File: src/design/slm_pkg.sv
`default_nettype none
package slm_pkg;

	localparam int unsigned LEVEL_W = 10;
	localparam int unsigned LED_N   = 8;
	localparam int unsigned IDX_W   = 3;
	localparam int unsigned CNT_W   = 16;
	localparam int unsigned LIM_W   = 15;
	localparam int unsigned CFG_W   = 8;

	localparam logic [LIM_W-1:0] HOLD_UNIT = 15'd100;
	localparam logic [CNT_W-1:0] COUNT_MAX = 16'hFFFF;

	// ascending thresholds, LED i lights when level exceeds entry i
	localparam logic [LEVEL_W-1:0] LADDER [LED_N] = '{
		10'd130, 10'd220, 10'd330, 10'd440, 10'd520, 10'd570, 10'd680, 10'd870
	};

	typedef enum logic [1:0] {
		MODE_ALL_ON  = 2'd0,
		MODE_BAR     = 2'd1,
		MODE_ALL_OFF = 2'd2,
		MODE_DOT     = 2'd3
	} mode_t;

	typedef enum logic {
		REG_PEAK_MODE     = 1'b0,
		REG_HOLD_HUNDREDS = 1'b1
	} reg_idx_t;

	// hit low means the level sits at or below the lowest threshold
	typedef struct packed {
		logic             hit;
		logic [IDX_W-1:0] idx;
	} level_idx_t;

	typedef struct packed {
		logic             update;
		logic             clear;
		logic             dot;
		logic [LIM_W-1:0] limit;
	} chan_ctrl_t;

endpackage
`default_nettype wire

File: src/design/slm_ladder.sv
`default_nettype none
module slm_ladder
	import slm_pkg::*;
(
	input  wire logic [LEVEL_W-1:0] level,
	output level_idx_t              index
);

	always_comb begin
		index.hit = 1'b0;
		index.idx = '0;
		for (int i = 0; i < LED_N; i++) begin
			if (level > LADDER[i]) begin
				index.hit = 1'b1;
				index.idx = IDX_W'(i);
			end
		end
	end

endmodule
`default_nettype wire

File: src/design/slm_chan.sv
`default_nettype none
module slm_chan
	import slm_pkg::*;
(
	input  wire logic         clk,
	input  wire logic         arst_n,
	input  wire chan_ctrl_t   ctrl,
	input  wire level_idx_t   index,
	output logic [LED_N-1:0]  pattern_next
);

	logic [IDX_W-1:0] peak_q;
	logic [CNT_W-1:0] count_q;
	logic [LED_N-1:0] pattern_q;

	logic             rise;
	logic             decay;
	logic [CNT_W-1:0] count_inc;
	logic [IDX_W-1:0] peak_next;
	logic [CNT_W-1:0] count_next;
	logic [IDX_W-1:0] peak_dn;

	assign rise      = index.hit && (index.idx >= peak_q);
	assign count_inc = (count_q == COUNT_MAX) ? count_q : count_q + CNT_W'(1);
	assign decay     = !rise && (count_inc >= CNT_W'(ctrl.limit));
	assign peak_dn   = (peak_q != '0) ? peak_q - IDX_W'(1) : '0;

	always_comb begin
		pattern_next = pattern_q;
		peak_next    = peak_q;
		count_next   = count_inc;
		if (rise) begin
			peak_next  = index.idx;
			count_next = '0;
			if (ctrl.dot) begin
				pattern_next = LED_N'(1) << index.idx;
			end else begin
				// fill from the old peak up to the new index
				for (int i = 0; i < LED_N; i++) begin
					if (IDX_W'(i) >= peak_q && IDX_W'(i) <= index.idx)
						pattern_next[i] = 1'b1;
				end
			end
		end else if (decay) begin
			peak_next  = peak_dn;
			count_next = '0;
			if (ctrl.dot) begin
				pattern_next = (peak_q != '0) ? LED_N'(1) << peak_dn : '0;
			end else begin
				pattern_next[peak_q] = 1'b0;
			end
		end
	end

	always_ff @(posedge clk or negedge arst_n) begin
		if (!arst_n) begin
			peak_q    <= '0;
			count_q   <= '0;
			pattern_q <= '0;
		end else if (ctrl.clear) begin
			// mode change drops the peak display, counter kept
			peak_q    <= '0;
			pattern_q <= '0;
		end else if (ctrl.update) begin
			peak_q    <= peak_next;
			count_q   <= count_next;
			pattern_q <= pattern_next;
		end
	end

endmodule
`default_nettype wire

File: src/design/stereo_led_level_meter_peak_decay.sv
// Stereo LED level meter with peak hold and decay.
// Input channel (in_valid/in_ready) takes one left and one right 10-bit
// level per transfer; output channel (out_valid/out_ready) gives one
// 8-bit LED pattern per side for every input transfer, in order.
// An item passes through two registers: the ladder index register and the
// result register. One item is taken every cycle unless the receiver
// stalls; in bar and dot modes the peak and hold counter of each side are
// read and rewritten in the same cycle the item moves into the result
// register, so nothing else limits the rate below one item per cycle.
// When the receiver stalls, the result register holds and the index
// register fills; in_ready then drops until the result is taken.
// Configuration: cfg_we with cfg_index 0 writes the display mode (this also
// clears both peaks and patterns), index 1 writes the hold time in hundreds
// of items. Write only while no item is in flight.
// Reset clears both pipeline stages, peaks, hold counters and patterns, and
// sets bar mode with zero hold time.
`default_nettype none
module stereo_led_level_meter_peak_decay
	import slm_pkg::*;
(
	input  wire logic               clk,
	input  wire logic               arst_n,
	input  wire logic               in_valid,
	output logic                    in_ready,
	input  wire logic [LEVEL_W-1:0] left_level,
	input  wire logic [LEVEL_W-1:0] right_level,
	output logic                    out_valid,
	input  wire logic               out_ready,
	output logic [LED_N-1:0]        left_leds,
	output logic [LED_N-1:0]        right_leds,
	input  wire logic               cfg_we,
	input  wire logic               cfg_index,
	input  wire logic [CFG_W-1:0]   cfg_data
);

	mode_t            mode_q;
	logic [LIM_W-1:0] limit_q;

	level_idx_t       left_idx;
	level_idx_t       right_idx;
	level_idx_t       left_idx_s1;
	level_idx_t       right_idx_s1;
	logic             valid_s1;

	logic [LED_N-1:0] left_next;
	logic [LED_N-1:0] right_next;
	logic [LED_N-1:0] left_leds_s2;
	logic [LED_N-1:0] right_leds_s2;
	logic             valid_s2;

	logic             advance;
	logic             mode_wr;
	chan_ctrl_t       ctrl;

	assign advance  = valid_s1 && (!valid_s2 || out_ready);
	assign in_ready = !valid_s1 || advance;

	always_comb begin
		mode_wr = 1'b0;
		if (cfg_we) begin
			unique case (reg_idx_t'(cfg_index))
				REG_PEAK_MODE:     mode_wr = 1'b1;
				REG_HOLD_HUNDREDS: mode_wr = 1'b0;
				default:           mode_wr = 1'b0;
			endcase
		end
	end

	always_ff @(posedge clk or negedge arst_n) begin
		if (!arst_n) begin
			mode_q  <= MODE_BAR;
			limit_q <= '0;
		end else if (cfg_we) begin
			unique case (reg_idx_t'(cfg_index))
				REG_PEAK_MODE:     mode_q  <= mode_t'(cfg_data[1:0]);
				REG_HOLD_HUNDREDS: limit_q <= LIM_W'(cfg_data) * HOLD_UNIT;
				default:           ;
			endcase
		end
	end

	assign ctrl.update = advance && (mode_q == MODE_BAR || mode_q == MODE_DOT);
	assign ctrl.clear  = mode_wr;
	assign ctrl.dot    = (mode_q == MODE_DOT);
	assign ctrl.limit  = limit_q;

	slm_ladder u_ladder_l (.level(left_level),  .index(left_idx));
	slm_ladder u_ladder_r (.level(right_level), .index(right_idx));

	always_ff @(posedge clk or negedge arst_n) begin
		if (!arst_n) begin
			valid_s1 <= 1'b0;
		end else if (in_ready) begin
			valid_s1 <= in_valid;
		end
	end

	always_ff @(posedge clk) begin
		if (in_ready && in_valid) begin
			left_idx_s1  <= left_idx;
			right_idx_s1 <= right_idx;
		end
	end

	slm_chan u_chan_l (
		.clk          (clk),
		.arst_n       (arst_n),
		.ctrl         (ctrl),
		.index        (left_idx_s1),
		.pattern_next (left_next)
	);

	slm_chan u_chan_r (
		.clk          (clk),
		.arst_n       (arst_n),
		.ctrl         (ctrl),
		.index        (right_idx_s1),
		.pattern_next (right_next)
	);

	always_ff @(posedge clk or negedge arst_n) begin
		if (!arst_n) begin
			valid_s2 <= 1'b0;
		end else if (!valid_s2 || out_ready) begin
			valid_s2 <= valid_s1;
		end
	end

	// fixed patterns in all-on and all-off modes, state left alone
	always_ff @(posedge clk) begin
		if (advance) begin
			case (mode_q)
				MODE_ALL_ON: begin
					left_leds_s2  <= '1;
					right_leds_s2 <= '1;
				end
				MODE_ALL_OFF: begin
					left_leds_s2  <= '0;
					right_leds_s2 <= '0;
				end
				default: begin
					left_leds_s2  <= left_next;
					right_leds_s2 <= right_next;
				end
			endcase
		end
	end

	assign out_valid  = valid_s2;
	assign left_leds  = left_leds_s2;
	assign right_leds = right_leds_s2;

endmodule
`default_nettype wire
File: config.mk
export PLATFORM = sky130hd
export DESIGN_NAME = stereo_led_level_meter_peak_decay
export DESIGN_NICKNAME = d
export VERILOG_FILES = /design/src/design/slm_pkg.sv /design/src/design/slm_ladder.sv /design/src/design/slm_chan.sv /design/src/design/stereo_led_level_meter_peak_decay.sv
export SDC_FILE = /design/constraint.sdc
export NUM_CORES = 1
export LEC_CHECK = 0
export ABC_AREA = 1
export ABC_CLOCK_PERIOD_IN_PS = 5800
export BUFFER_PORTS_ARGS = -buffer_cell sky130_fd_sc_hd__clkbuf_2
export CORE_AREA = 2 2 150 152
export DETAILED_ROUTE_END_ITERATION = 8
export DIE_AREA = 0 0 152 154
export HOLD_SLACK_MARGIN = 0.15
export PLACE_DENSITY = 0.6
export SLEW_MARGIN = 5
export SYNTH_ARGS = -nofsm -noshare
export SYNTH_HDL_FRONTEND = slang
export SYNTH_HIERARCHICAL = 1
export SYNTH_SLANG_ARGS = --single-unit
File: constraint.sdc
create_clock -name clk -period 5.8 [get_ports clk]
set_input_delay 1.16 -clock clk [delete_from_list [all_inputs] [get_ports clk]]
set_output_delay 1.16 -clock clk [all_outputs]
set_load 0.01 [all_outputs]
==> impl_metrics.tcl, run 1 <==
set metrics [dict create \
    outcome "complete, no violations" \
    mostFrequentLayoutCell "sky130_fd_sc_hd__nand2_1" \
    horizontal_extent_of_the_die_um 152 \
    min_path_type "reg -> reg" \
    chipHeight_um 154 \
    clk_transition_reported_paths_ns 0.07 \
    wirelength_mm 20.4 \
    antenna_cells_inserted 0 \
    synthCells 1162 \
    first_global_vias 7174 \
    number_of_drc_violations_after_detailed_routing 0 \
    muxShareOfSynthArea 0 \
    worst_ep_required_time_ns 5.88 \
    endpoint_kind "flop" \
    global_route_total_overflow 0 \
    critPathLaunchType "flop" \
    rsz0062_at_grt "no" \
    yosys_most_used_dff "sky130_fd_sc_hd__dfrtp_1" \
    post_route_cells_drive_above_1_share 0.113 \
    cts.repair.resized 0 \
    wirelength_met1_mm 9.98 \
    synth_compound_area_frac 0.127 \
    maxUsedRoutingLayer "met4" \
    timing.fmax_mhz 257 \
    synthArstFlopShare 0.747 \
    synth.cell_area_um2 8150 \
    clock-sinks 95 \
    htree_levels 3 \
    worst_slew_pin_slew_ns 0.990 \
    fin_setup_tns_ns 0 \
    setup-violations-final 0 \
    initialDrtViolationCount 469 \
    route.detailed.vias_per_inst 5.11 \
    final_worst_path_cycle_share 0.670 \
    stdcell_area_um2 9000 \
    largest_clock_skew_in_the_final_design_ns 0.00803 \
    detailedRoute.firstPassIterationCount 5 \
    clkLatencyLatePin_ns 0.35 \
    layout_common_cells "322 x sky130_fd_sc_hd__nand2_1, 164 x sky130_fd_sc_hd__inv_1, 115 x sky130_fd_sc_hd__nand3_1" \
    synthesized_area_per_cell_um2 7.02 \
    timing.critical_path.from "u_chan_l/count_q[0]$_DFFE_PN0P_" \
    synth_top_family_by_area "simple AND/OR/NAND/NOR gates" \
    global_route_usage_sum 0.178 \
    finish.cell_count_without_fillers 1497 \
    tritoncts.num_buffers 9 \
    synth_seq_cells 95 \
    synth-edff-count 24 \
    setup.worst_path.class "reg -> reg" \
    cts_buffer_depth 2 \
    finalHoldViolations 0 \
    first_pass_grt_wire_length_mm 34.7 \
    ys_types 48 \
    worst_r2r_startpoint "u_chan_l/count_q[0]$_DFFE_PN0P_" \
    wl_met3_um 753 \
    fp.coreArea_um2 21700 \
    cts_setup_buffers 0 \
    num_vias 7653 \
    dr_wl_met2_mm 9.36 \
    power.static_leakage_nw 4.61 \
    timing.max_cap.violations 0 \
    starting_utilization_of_the_core_area 0.376 \
    wl_per_cell_um 13.6 \
    tritoncts "built" \
    worst_voltage_drop_across_the_vdd_grid_v 0.000147 \
    hpwlAfterDp_mm 15.3 \
    layout_min_cycle_time_ns 3.89 \
    cts_root_buf "sky130_fd_sc_hd__clkbuf_16" \
    critical_path.max_fanout 10 \
    post-layout-total-power_mw 2.77 \
    power_density_nw_per_um2 308 \
    floorplan_row_count 54 \
    antenna_left 0 \
    whs_ns 0.512 \
    layout_setup_ws_ns 1.91 \
    place_inst 1481 \
    die_area_um2 23400 \
    report.final.slew_viol_count 0 \
    slew_headroom 0.335 \
    hp-start "limit_q[4]$_DFFE_PN0P_" \
    design.final.nets 1322 \
    synthSimpleGateAreaFrac 0.331 \
    number_of_antenna_violations_at_the_first_check_in_global_routing 0 \
    post_synth_xor_area_fraction 0.0215 \
    pin_count_of_the_biggest_net_entering_global_routing 72 \
    cts.hold.buffers_added 0 \
    placed_area_um2 8700 \
    top_level_ports 52 \
    setup_slack_placement_ns 1.93 \
    area_growth_pct 10.3 \
    worstPathArrival_ns 3.96 \
    yosys.area_share.adder 0.119 \
    ys_seq_area_frac 0.306 \
    number_of_warnings_printed_during_yosys_synthesis 6 \
    gpl.final_weighted_congestion 0.904 \
    io_buffers 51 \
    fin_util 0.415 \
]
==> cells in the mapped netlist (3+ instances only) <==
master / number / area (um2)
sky130_fd_sc_hd__o211ai_1: 7 / 52.6
sky130_fd_sc_hd__o21ai_2: 16 / 140
sky130_fd_sc_hd__o21ai_1: 12 / 60.1
sky130_fd_sc_hd__or2_2: 4 / 25.0
sky130_fd_sc_hd__nand2_4: 3 / 33.8
sky130_fd_sc_hd__nand4_1: 20 / 125
sky130_fd_sc_hd__clkbuf_1: 13 / 48.8
sky130_fd_sc_hd__buf_6: 3 / 33.8
sky130_fd_sc_hd__nor2_2: 5 / 31.3
sky130_fd_sc_hd__nor2_1: 87 / 327
sky130_fd_sc_hd__ha_1: 73 / 913
sky130_fd_sc_hd__edfxtp_1: 24 / 721
sky130_fd_sc_hd__nand3_1: 115 / 576
sky130_fd_sc_hd__and2_1: 3 / 18.8
sky130_fd_sc_hd__inv_1: 164 / 616
sky130_fd_sc_hd__nor2_4: 5 / 56.3
sky130_fd_sc_hd__buf_2: 3 / 15.0
sky130_fd_sc_hd__o31ai_1: 6 / 45.0
sky130_fd_sc_hd__o311ai_0: 6 / 52.6
sky130_fd_sc_hd__fa_1: 3 / 60.1
sky130_fd_sc_hd__dfrtp_1: 70 / 1750
sky130_fd_sc_hd__nor3_1: 15 / 75.1
sky130_fd_sc_hd__nand2_2: 18 / 113
sky130_fd_sc_hd__xnor2_1: 8 / 70.1
sky130_fd_sc_hd__nand2_1: 322 / 1210
sky130_fd_sc_hd__a211oi_1: 3 / 22.5
sky130_fd_sc_hd__clkinv_1: 5 / 18.8
sky130_fd_sc_hd__o21ai_0: 55 / 275
sky130_fd_sc_hd__o22ai_1: 9 / 56.3
sky130_fd_sc_hd__a21oi_1: 35 / 175
sky130_fd_sc_hd__xor2_1: 12 / 105
sky130_fd_sc_hd__inv_2: 10 / 37.5
sky130_fd_sc_hd__o32ai_1: 3 / 26.3
==> per-layer routing <==
| layer | vias up | GRT usage |
|---|---|---|
| li1 | 3921 | - |
| met1 | 3539 | 0.245 |
| met2 | 171 | 0.296 |
| met3 | 22 | 0.0175 |
| met4 | 0 | 0.0570 |
| met5 | - | 0 |
==> area by class of cell <==
type	count	area, um2
inverter	179	672
sequential	95	2500
timing repair buffer	55	288
fill	2234	12700
multi-input combinational	872	4900
tap	280	350
clock buffer	12	246
clock inverter	4	45.0
==> cell families (layout without fill, tap and decap cells) <==
kind of cell | after synthesis | after routing
AOI/OAI and AO/OA | 165 | 165
buffers and inverters | 198 | 250
adders and majority gates | 76 | 76
xor gates and xnor gates | 20 | 20
other | 1 | 4
DFF | 95 | 95
and+or+nand+nor | 607 | 607
==> worst max-delay path, cell delays in order, from the launching register on <==
cell and delay, ns:
sky130_fd_sc_hd__dfrtp_1 0.41, sky130_fd_sc_hd__ha_1 0.20, sky130_fd_sc_hd__nand3_1 0.11, sky130_fd_sc_hd__nor2_1 0.23, sky130_fd_sc_hd__nand2_1 0.12, sky130_fd_sc_hd__nor2_1 0.35
sky130_fd_sc_hd__nor2_1 0.13, sky130_fd_sc_hd__nand2_1 0.12, sky130_fd_sc_hd__nor2_1 0.06, sky130_fd_sc_hd__xnor2_1 0.22, sky130_fd_sc_hd__inv_1 0.08, sky130_fd_sc_hd__ha_1 0.29
sky130_fd_sc_hd__a21oi_1 0.15, sky130_fd_sc_hd__o21a_1 0.12, sky130_fd_sc_hd__o21ai_0 0.12, sky130_fd_sc_hd__nor2_4 0.29, sky130_fd_sc_hd__nand2_4 0.16, sky130_fd_sc_hd__nand2_1 0.08
sky130_fd_sc_hd__nand3_1 0.07, sky130_fd_sc_hd__and2_1 0.18, sky130_fd_sc_hd__nand2_1 0.06, sky130_fd_sc_hd__nand2_1 0.05
==> path summary, 6_finish.rpt <==
kind,end,slack (ns),cells after the start
worst max-delay path,left_leds[5]$_DFFE_PP_,1.91,21
worst min-delay path,limit_q[4]$_DFFE_PN0P_,0.51,2
worst max register to register,left_leds[5]$_DFFE_PP_,1.91,21
worst min register to register,limit_q[4]$_DFFE_PN0P_,0.51,2
max in group asynchronous,u_chan_r/peak_q[0]$_DFFE_PN0P_,4.22,1
min in group asynchronous,u_chan_l/count_q[0]$_DFFE_PN0P_,0.95,1
==> power by group <==
part / leakage (nW) / internal, mW / total, mW / switching (mW)
sequential: 1.17 / 0.830 / 0.983 / 0.153
clock: 0.138 / 0.344 / 0.605 / 0.261
combinational: 3.30 / 0.417 / 1.18 / 0.767
==> flip-flops by register name, indices dropped and copies added, names as in the netlist <==
register	flops
left_leds	8
u_chan_l/pattern_q	8
u_chan_r/pattern_q	8
u_chan_l/count_q	16
right_idx_s1	4
valid_s1	1
left_idx_s1	4
limit_q	13
mode_q	2
out_valid	1
right_leds	8
u_chan_r/peak_q	3
u_chan_r/count_q	16
u_chan_l/peak_q	3
Note: power is estimated with default switching activity, not from simulation.
==> run 2, diff against run 1 <==
--- a/config.mk
+++ b/config.mk
@@ -6,13 +6,13 @@
 export NUM_CORES = 1
 export LEC_CHECK = 0
 export ABC_AREA = 1
-export ABC_CLOCK_PERIOD_IN_PS = 5800
+export ABC_CLOCK_PERIOD_IN_PS = 3200
 export BUFFER_PORTS_ARGS = -buffer_cell sky130_fd_sc_hd__clkbuf_2
 export CORE_AREA = 2 2 150 152
 export DETAILED_ROUTE_END_ITERATION = 8
 export DIE_AREA = 0 0 152 154
 export HOLD_SLACK_MARGIN = 0.15
-export PLACE_DENSITY = 0.6
+export PLACE_DENSITY = 0.62
 export SLEW_MARGIN = 5
 export SYNTH_ARGS = -nofsm -noshare
 export SYNTH_HDL_FRONTEND = slang
==> constraint.sdc (replaced) <==
create_clock -name clk -period 3.2 [get_ports clk]
set_input_delay 0.64 -clock clk [delete_from_list [all_inputs] [get_ports clk]]
set_output_delay 0.64 -clock clk [all_outputs]
set_load 0.01 [all_outputs]
==> run 2 against run 1 <==
Wire length rose by 8.8%. Clock skew rose by 0.0050 ns. Die area unchanged. Sequential power rose by 80%. Cell count grew 5.8%. Largest cell class unchanged. The run now ends with setup timing left. Total power up 98%. Maximum frequency up 20%. Combinational power increased by 120%. Worst setup slack lost 1.9 ns. Global-route usage is 0.52 points higher. Core utilization grew 5.9 points. Critical path type unchanged. Clock power increased by 82%.
==> impl_metrics.tcl, run 2 (synthesized netlist as in run 1, its figures left out) <==
set metrics [dict create \
    critical_path.max_fanout 6 \
    global_route_total_overflow 0 \
    failed_checks "setup timing" \
    setup.worst_path.class "reg -> reg" \
    cpLargestDelayFamily "simple AND/OR/NAND/NOR gates" \
    layout_setup_ws_ns -0.0339 \
    first_global_vias 7555 \
    number_of_antenna_violations_at_the_first_check_in_global_routing 0 \
    slew_headroom 0.285 \
    setup-violations-final 1 \
    critPathLaunchType "flop" \
    cts_root_buf "sky130_fd_sc_hd__clkbuf_16" \
    cts.hold.buffers_added 0 \
    number_of_drc_violations_after_detailed_routing 0 \
    cts_buffer_depth 2 \
    route.detailed.vias_per_inst 5.07 \
    antenna_left 0 \
    wl_per_cell_um 14.0 \
    final_worst_path_cycle_share 1.01 \
    timing.max_cap.violations 0 \
    tritoncts.num_buffers 9 \
    placed_area_um2 9130 \
    area_growth_pct 26.1 \
    fin_util 0.474 \
    io_buffers 51 \
    post_route_cells_drive_above_1_share 0.265 \
    finalHoldViolations 0 \
    global_route_usage_sum 0.183 \
    endpoint_kind "flop" \
    stdcell_area_um2 10300 \
    starting_utilization_of_the_core_area 0.376 \
    outcome "complete, but fails checks" \
    num_vias 8025 \
    rsz0062_at_grt "yes" \
    clkLatencyLatePin_ns 0.36 \
    timing.critical_path.from "u_chan_l/count_q[0]$_DFFE_PN0P_" \
    pin_count_of_the_biggest_net_entering_global_routing 72 \
    initialDrtViolationCount 662 \
    cp.buffers_inverters 2 \
    worst_r2r_startpoint "u_chan_l/count_q[0]$_DFFE_PN0P_" \
    chipHeight_um 154 \
    wirelength_mm 22.2 \
    biggestRegsByFlops "u_chan_l/count_q x16, u_chan_r/count_q x16, limit_q x13" \
    finish.cell_count_without_fillers 1584 \
    critPathSlowestCell "sky130_fd_sc_hd__dfrtp_1" \
    power.static_leakage_nw 5.20 \
    antenna_cells_inserted 0 \
    clk_transition_reported_paths_ns 0.08 \
    min_path_type "in -> async" \
    worst_slew_pin_slew_ns 1.06 \
    design.final.nets 1409 \
    hpwlAfterDp_mm 15.9 \
    place_inst 1535 \
    mostFrequentLayoutCell "sky130_fd_sc_hd__nand2_1" \
    worst_voltage_drop_across_the_vdd_grid_v 0.000348 \
    htree_levels 3 \
    horizontal_extent_of_the_die_um 152 \
    critical-path-max-stage-delay_ns 0.36 \
    detailedRoute.firstPassIterationCount 5 \
    worstPathArrival_ns 3.31 \
    largest_clock_skew_in_the_final_design_ns 0.0130 \
    layout_common_cells "303 x sky130_fd_sc_hd__nand2_1, 155 x sky130_fd_sc_hd__inv_1, 83 x sky130_fd_sc_hd__nand3_1" \
    tritoncts "built" \
    timing.fmax_mhz 309 \
    floorplan_row_count 54 \
    worst_ep_required_time_ns 3.28 \
    fp.coreArea_um2 21700 \
    die_area_um2 23400 \
    first_pass_grt_wire_length_mm 36.1 \
    clock-sinks 95 \
    cp_cell_sequence "ha_2 > nand3_2 > nor2_4 > nand2_2 > nor2_4 > buf_6 > nor2_2 > xnor2_2 > inv_1 > ha_1 > nand2_1 > or3_4 > nor2_4 > nand2_4 > nand3_2 > nand3_2 > and2_1 > nand2_1 > nand2_1" \
    fin_setup_tns_ns -0.0339 \
    gpl.final_weighted_congestion 0.916 \
    power_density_nw_per_um2 535 \
    layout_min_cycle_time_ns 3.23 \
    top_level_ports 52 \
    report.final.slew_viol_count 0 \
]
## run 2: cell types whose count changed in the layout (fill, tap and decap cells not counted), moves of 11 or more
cell | previous run | this run
sky130_fd_sc_hd__buf_4 | 5 | 80
sky130_fd_sc_hd__nand3_1 | 115 | 83
sky130_fd_sc_hd__nand3_2 | 2 | 33
sky130_fd_sc_hd__nor2_1 | 87 | 67
sky130_fd_sc_hd__nand2_1 | 322 | 303
sky130_fd_sc_hd__nand2_2 | 18 | 35
sky130_fd_sc_hd__nor2_2 | 5 | 16
## run 2: final cells by class
type | instances | area, um2
fillers | 2099 | 11400
multi-input cells | 875 | 5500
flip-flops and latches | 95 | 2500
repair buffers | 139 | 961
inverters | 179 | 672
well taps | 280 | 350
clock buffers | 10 | 250
clock inverters | 6 | 47.5
## run 2: what timing repair did
action / 4_1_cts / 5_1_grt
cloned: 2 / 1
pin swaps: 20 / 55
setup endpoints to repair: 40 / 67
gates resized for setup: 25 / 121
buffers inserted: 7 / 23
## run 2: report_power, final
group	leakage [nW]	switching (mW)	total, mW	internal (mW)
Combinational	3.88	1.62	2.63	1.01
Sequential	1.17	0.264	1.77	1.50
Clock	0.145	0.518	1.10	0.585
## run 2: path summary, 6_finish.rpt
path | to | slack, ns | depth (start not counted)
max | left_leds[5]$_DFFE_PP_ | -0.03 | 19
min reg2reg | limit_q[4]$_DFFE_PN0P_ | 0.52 | 2
min in group clk | limit_q[4]$_DFFE_PN0P_ | 0.52 | 3
max in group asynchronous | u_chan_l/count_q[8]$_DFFE_PN0P_ | 2.13 | 1
max reg2reg | left_leds[5]$_DFFE_PP_ | -0.03 | 19
min | u_chan_l/count_q[0]$_DFFE_PN0P_ | 0.42 | 1
## run 2: stage by stage
stage | hold WS (ns) | total power [mW] | setup WS (ns)
3_5_place_dp | 0.500 | 4.06 | -0.158
3_3_place_gp | 0.491 | 4.04 | -0.0398
2_1_floorplan | 0.344 | 3.36 | 0.000647
4_1_cts | 0.474 | 5.26 | 0.00324
5_1_grt | 0.503 | 5.94 | -0.188
6_report | 0.416 | 5.50 | -0.0339
## run 2: metal layers
metal	GRT usage	wire length [um]	share of wire	vias up
met5	0	0	0	-
met4	0.0619	337	0.015	0
met3	0.0220	849	0.038	28
met2	0.308	10700	0.48	183
met1	0.245	10400	0.47	3722
li1	-	-	-	4092
## run 2: worst register-to-register path, delay by kind of cell (launching register included)
kind                     cells  cell delay, ns
XOR/XNOR                     1            0.20
adder cells (fa/ha/maj)      2            0.47
buffers and inverters        2            0.21
flip-flops                   1            0.36
AND/OR/NAND/NOR             14            1.72
==> run 3, diff against run 2 <==
--- a/config.mk
+++ b/config.mk
@@ -9,6 +9,7 @@
 export ABC_CLOCK_PERIOD_IN_PS = 3200
 export BUFFER_PORTS_ARGS = -buffer_cell sky130_fd_sc_hd__clkbuf_2
 export CORE_AREA = 2 2 150 152
+export CTS_BUF_LIST = sky130_fd_sc_hd__clkbuf_4 sky130_fd_sc_hd__clkbuf_8
 export DETAILED_ROUTE_END_ITERATION = 8
 export DIE_AREA = 0 0 152 154
 export HOLD_SLACK_MARGIN = 0.15
==> run 3 against run 2 <==
Critical path type unchanged. Clock skew grew 0.0070 ns. The flow still finishes with violations (setup timing). Critical endpoint is now left_leds[6]$_DFFE_PP_. Clock power shrank 22%. First-iteration DRC count decreased by 24%. Wire length grew 1.7%. Sequential cell count did not move.
==> impl_metrics.tcl, run 3 (synthesized netlist as in run 1, its figures left out) <==
set metrics [dict create \
    tritoncts "built" \
    timing.max_cap.violations 0 \
    detailedRoute.firstPassIterationCount 6 \
    setup.worst_path.class "reg -> reg" \
    floorplan_row_count 54 \
    worst_r2r_startpoint "u_chan_l/count_q[0]$_DFFE_PN0P_" \
    largest_clock_skew_in_the_final_design_ns 0.0200 \
    outcome "complete, but fails checks" \
    endpoint_kind "flop" \
    post_route_cells_drive_above_1_share 0.281 \
    min_path_type "in -> async" \
    worst_slew_pin_slew_ns 1.18 \
    fin_util 0.479 \
    horizontal_extent_of_the_die_um 152 \
    finish.cell_count_without_fillers 1588 \
    number_of_antenna_violations_at_the_first_check_in_global_routing 0 \
    layout_common_cells "298 x sky130_fd_sc_hd__nand2_1, 154 x sky130_fd_sc_hd__inv_1, 78 x sky130_fd_sc_hd__nand3_1" \
    setup-violations-final 11 \
    place_inst 1535 \
    cts_root_buf "sky130_fd_sc_hd__clkbuf_8" \
    worstReg2RegEnd "left_leds[6]$_DFFE_PP_" \
    report.final.slew_viol_count 0 \
    tritoncts.num_buffers 9 \
    fp.coreArea_um2 21700 \
    critical_path.max_fanout 5 \
    layout_setup_ws_ns -0.0470 \
    starting_utilization_of_the_core_area 0.376 \
    rsz0062_at_grt "yes" \
    top_level_ports 52 \
    area_growth_pct 27.4 \
    path_depth_of_the_worst_reg2reg_path 19 \
    layout_min_cycle_time_ns 3.25 \
    finalHoldViolations 0 \
    chipHeight_um 154 \
    antenna_cells_inserted 0 \
    gpl.final_weighted_congestion 0.916 \
    power_density_nw_per_um2 518 \
    timing.fmax_mhz 308 \
    route.detailed.vias_per_inst 5.09 \
    num_vias 8081 \
    worst_ep_required_time_ns 3.32 \
    global_route_usage_sum 0.183 \
    stdcell_area_um2 10400 \
    initialDrtViolationCount 500 \
    die_area_um2 23400 \
    critPathLaunchType "flop" \
    first_global_vias 7566 \
    hpwlAfterDp_mm 15.9 \
    wirelength_mm 22.6 \
    regToRegSetupSlack_ns -0.05 \
    htree_levels 3 \
    pin_count_of_the_biggest_net_entering_global_routing 72 \
    filler_instances 2106 \
    design.final.nets 1413 \
    antenna_left 0 \
    worstPathArrival_ns 3.37 \
    failed_checks "setup timing" \
    global_route_total_overflow 0 \
    placed_area_um2 9130 \
    final_worst_path_cycle_share 1.01 \
    slew_headroom 0.207 \
    power.static_leakage_nw 5.21 \
    whs_ns 0.378 \
    io_buffers 51 \
    number_of_drc_violations_after_detailed_routing 0 \
    mostFrequentLayoutCell "sky130_fd_sc_hd__nand2_1" \
    wl_per_cell_um 14.2 \
    biggestRegsByFlops "u_chan_l/count_q x16, u_chan_r/count_q x16, limit_q x13" \
    cts_buffer_depth 2 \
    clk_transition_reported_paths_ns 0.11 \
    clkLatencyLatePin_ns 0.40 \
    first_pass_grt_wire_length_mm 36.1 \
    worst_voltage_drop_across_the_vdd_grid_v 0.000221 \
    clock-sinks 95 \
]
[run 3: power by group]
group          leakage (nW)  total, mW  internal (mW)  switching [mW]
sequential             1.17       1.78           1.50           0.274
clock                 0.101      0.863          0.371           0.491
combinational          3.94       2.74           1.07            1.67
total                  5.21       5.38           2.94            2.43
[run 3: per-layer routing]
layer	global-route usage	vias to the layer above	share of wire
met1	0.247	3758	0.46
li1	-	4097	-
met5	0	-	0
met4	0.0596	0	0.017
met3	0.0214	38	0.042
met2	0.308	188	0.49
[run 3: cell type report]
cell class	instances	area, um2	area share
Inverter	179	672	0.0647
Multi-Input combinational cell	875	5640	0.543
Clock inverter	7	77.6	0.00747
Clock buffer	9	124	0.0119
Sequential cell	95	2500	0.241
Tap cell	280	350	0.0337
Timing Repair Buffer	143	1020	0.0983
[run 3: per-stage QoR]
step                setup WS (ns)  setup TNS [ns]  total power, mW
global route               -0.218           -7.83             5.81
floorplan                0.000647               0             3.36
detailed placement         -0.158           -1.65             4.06
global placement          -0.0398         -0.0435             4.04
CTS                       0.00100               0             5.01
finish                    -0.0470          -0.156             5.38
[run 3: how the worst max path moves through the flow]
stage                               startpoint                       to  cells past startpoint
2_1_floorplan  u_chan_l/count_q[0]$_DFFE_PN0P_   left_leds[5]$_DFFE_PP_                     21
3_3_place_gp   u_chan_l/count_q[0]$_DFFE_PN0P_   left_leds[5]$_DFFE_PP_                     21
3_5_place_dp   u_chan_l/count_q[0]$_DFFE_PN0P_   left_leds[5]$_DFFE_PP_                     21
4_1_cts        u_chan_r/count_q[0]$_DFFE_PN0P_  right_leds[5]$_DFFE_PP_                     22
5_1_grt        u_chan_l/count_q[0]$_DFFE_PN0P_   left_leds[6]$_DFFE_PP_                     19
6_report       u_chan_l/count_q[0]$_DFFE_PN0P_   left_leds[6]$_DFFE_PP_                     19
[run 3: what timing repair did]
action,CTS,global route
hold buffers,0,0
setup buffers,7,27
resized for setup,25,158
pin swaps,20,63
endpoints found under the setup margin,40,68
hold endpoints to repair,0,0
gates cloned,2,1
[run 3: critical path, stage by stage (launching register included)]
cell,delay (ns)
sky130_fd_sc_hd__dfrtp_1,0.43
sky130_fd_sc_hd__ha_4,0.18
sky130_fd_sc_hd__nand3_4,0.09
sky130_fd_sc_hd__nor2_4,0.17
sky130_fd_sc_hd__nand2_2,0.09
sky130_fd_sc_hd__nor2_4,0.18
sky130_fd_sc_hd__buf_6,0.13
sky130_fd_sc_hd__nor2_1,0.05
sky130_fd_sc_hd__xnor2_2,0.18
sky130_fd_sc_hd__inv_1,0.07
sky130_fd_sc_hd__ha_1,0.27
sky130_fd_sc_hd__nand2_1,0.04
sky130_fd_sc_hd__or3_4,0.33
sky130_fd_sc_hd__nor2_4,0.15
sky130_fd_sc_hd__nand2_4,0.12
sky130_fd_sc_hd__buf_6,0.14
sky130_fd_sc_hd__nand4_1,0.10
sky130_fd_sc_hd__nand3_2,0.10
sky130_fd_sc_hd__nand2_1,0.08
sky130_fd_sc_hd__nand2_1,0.05
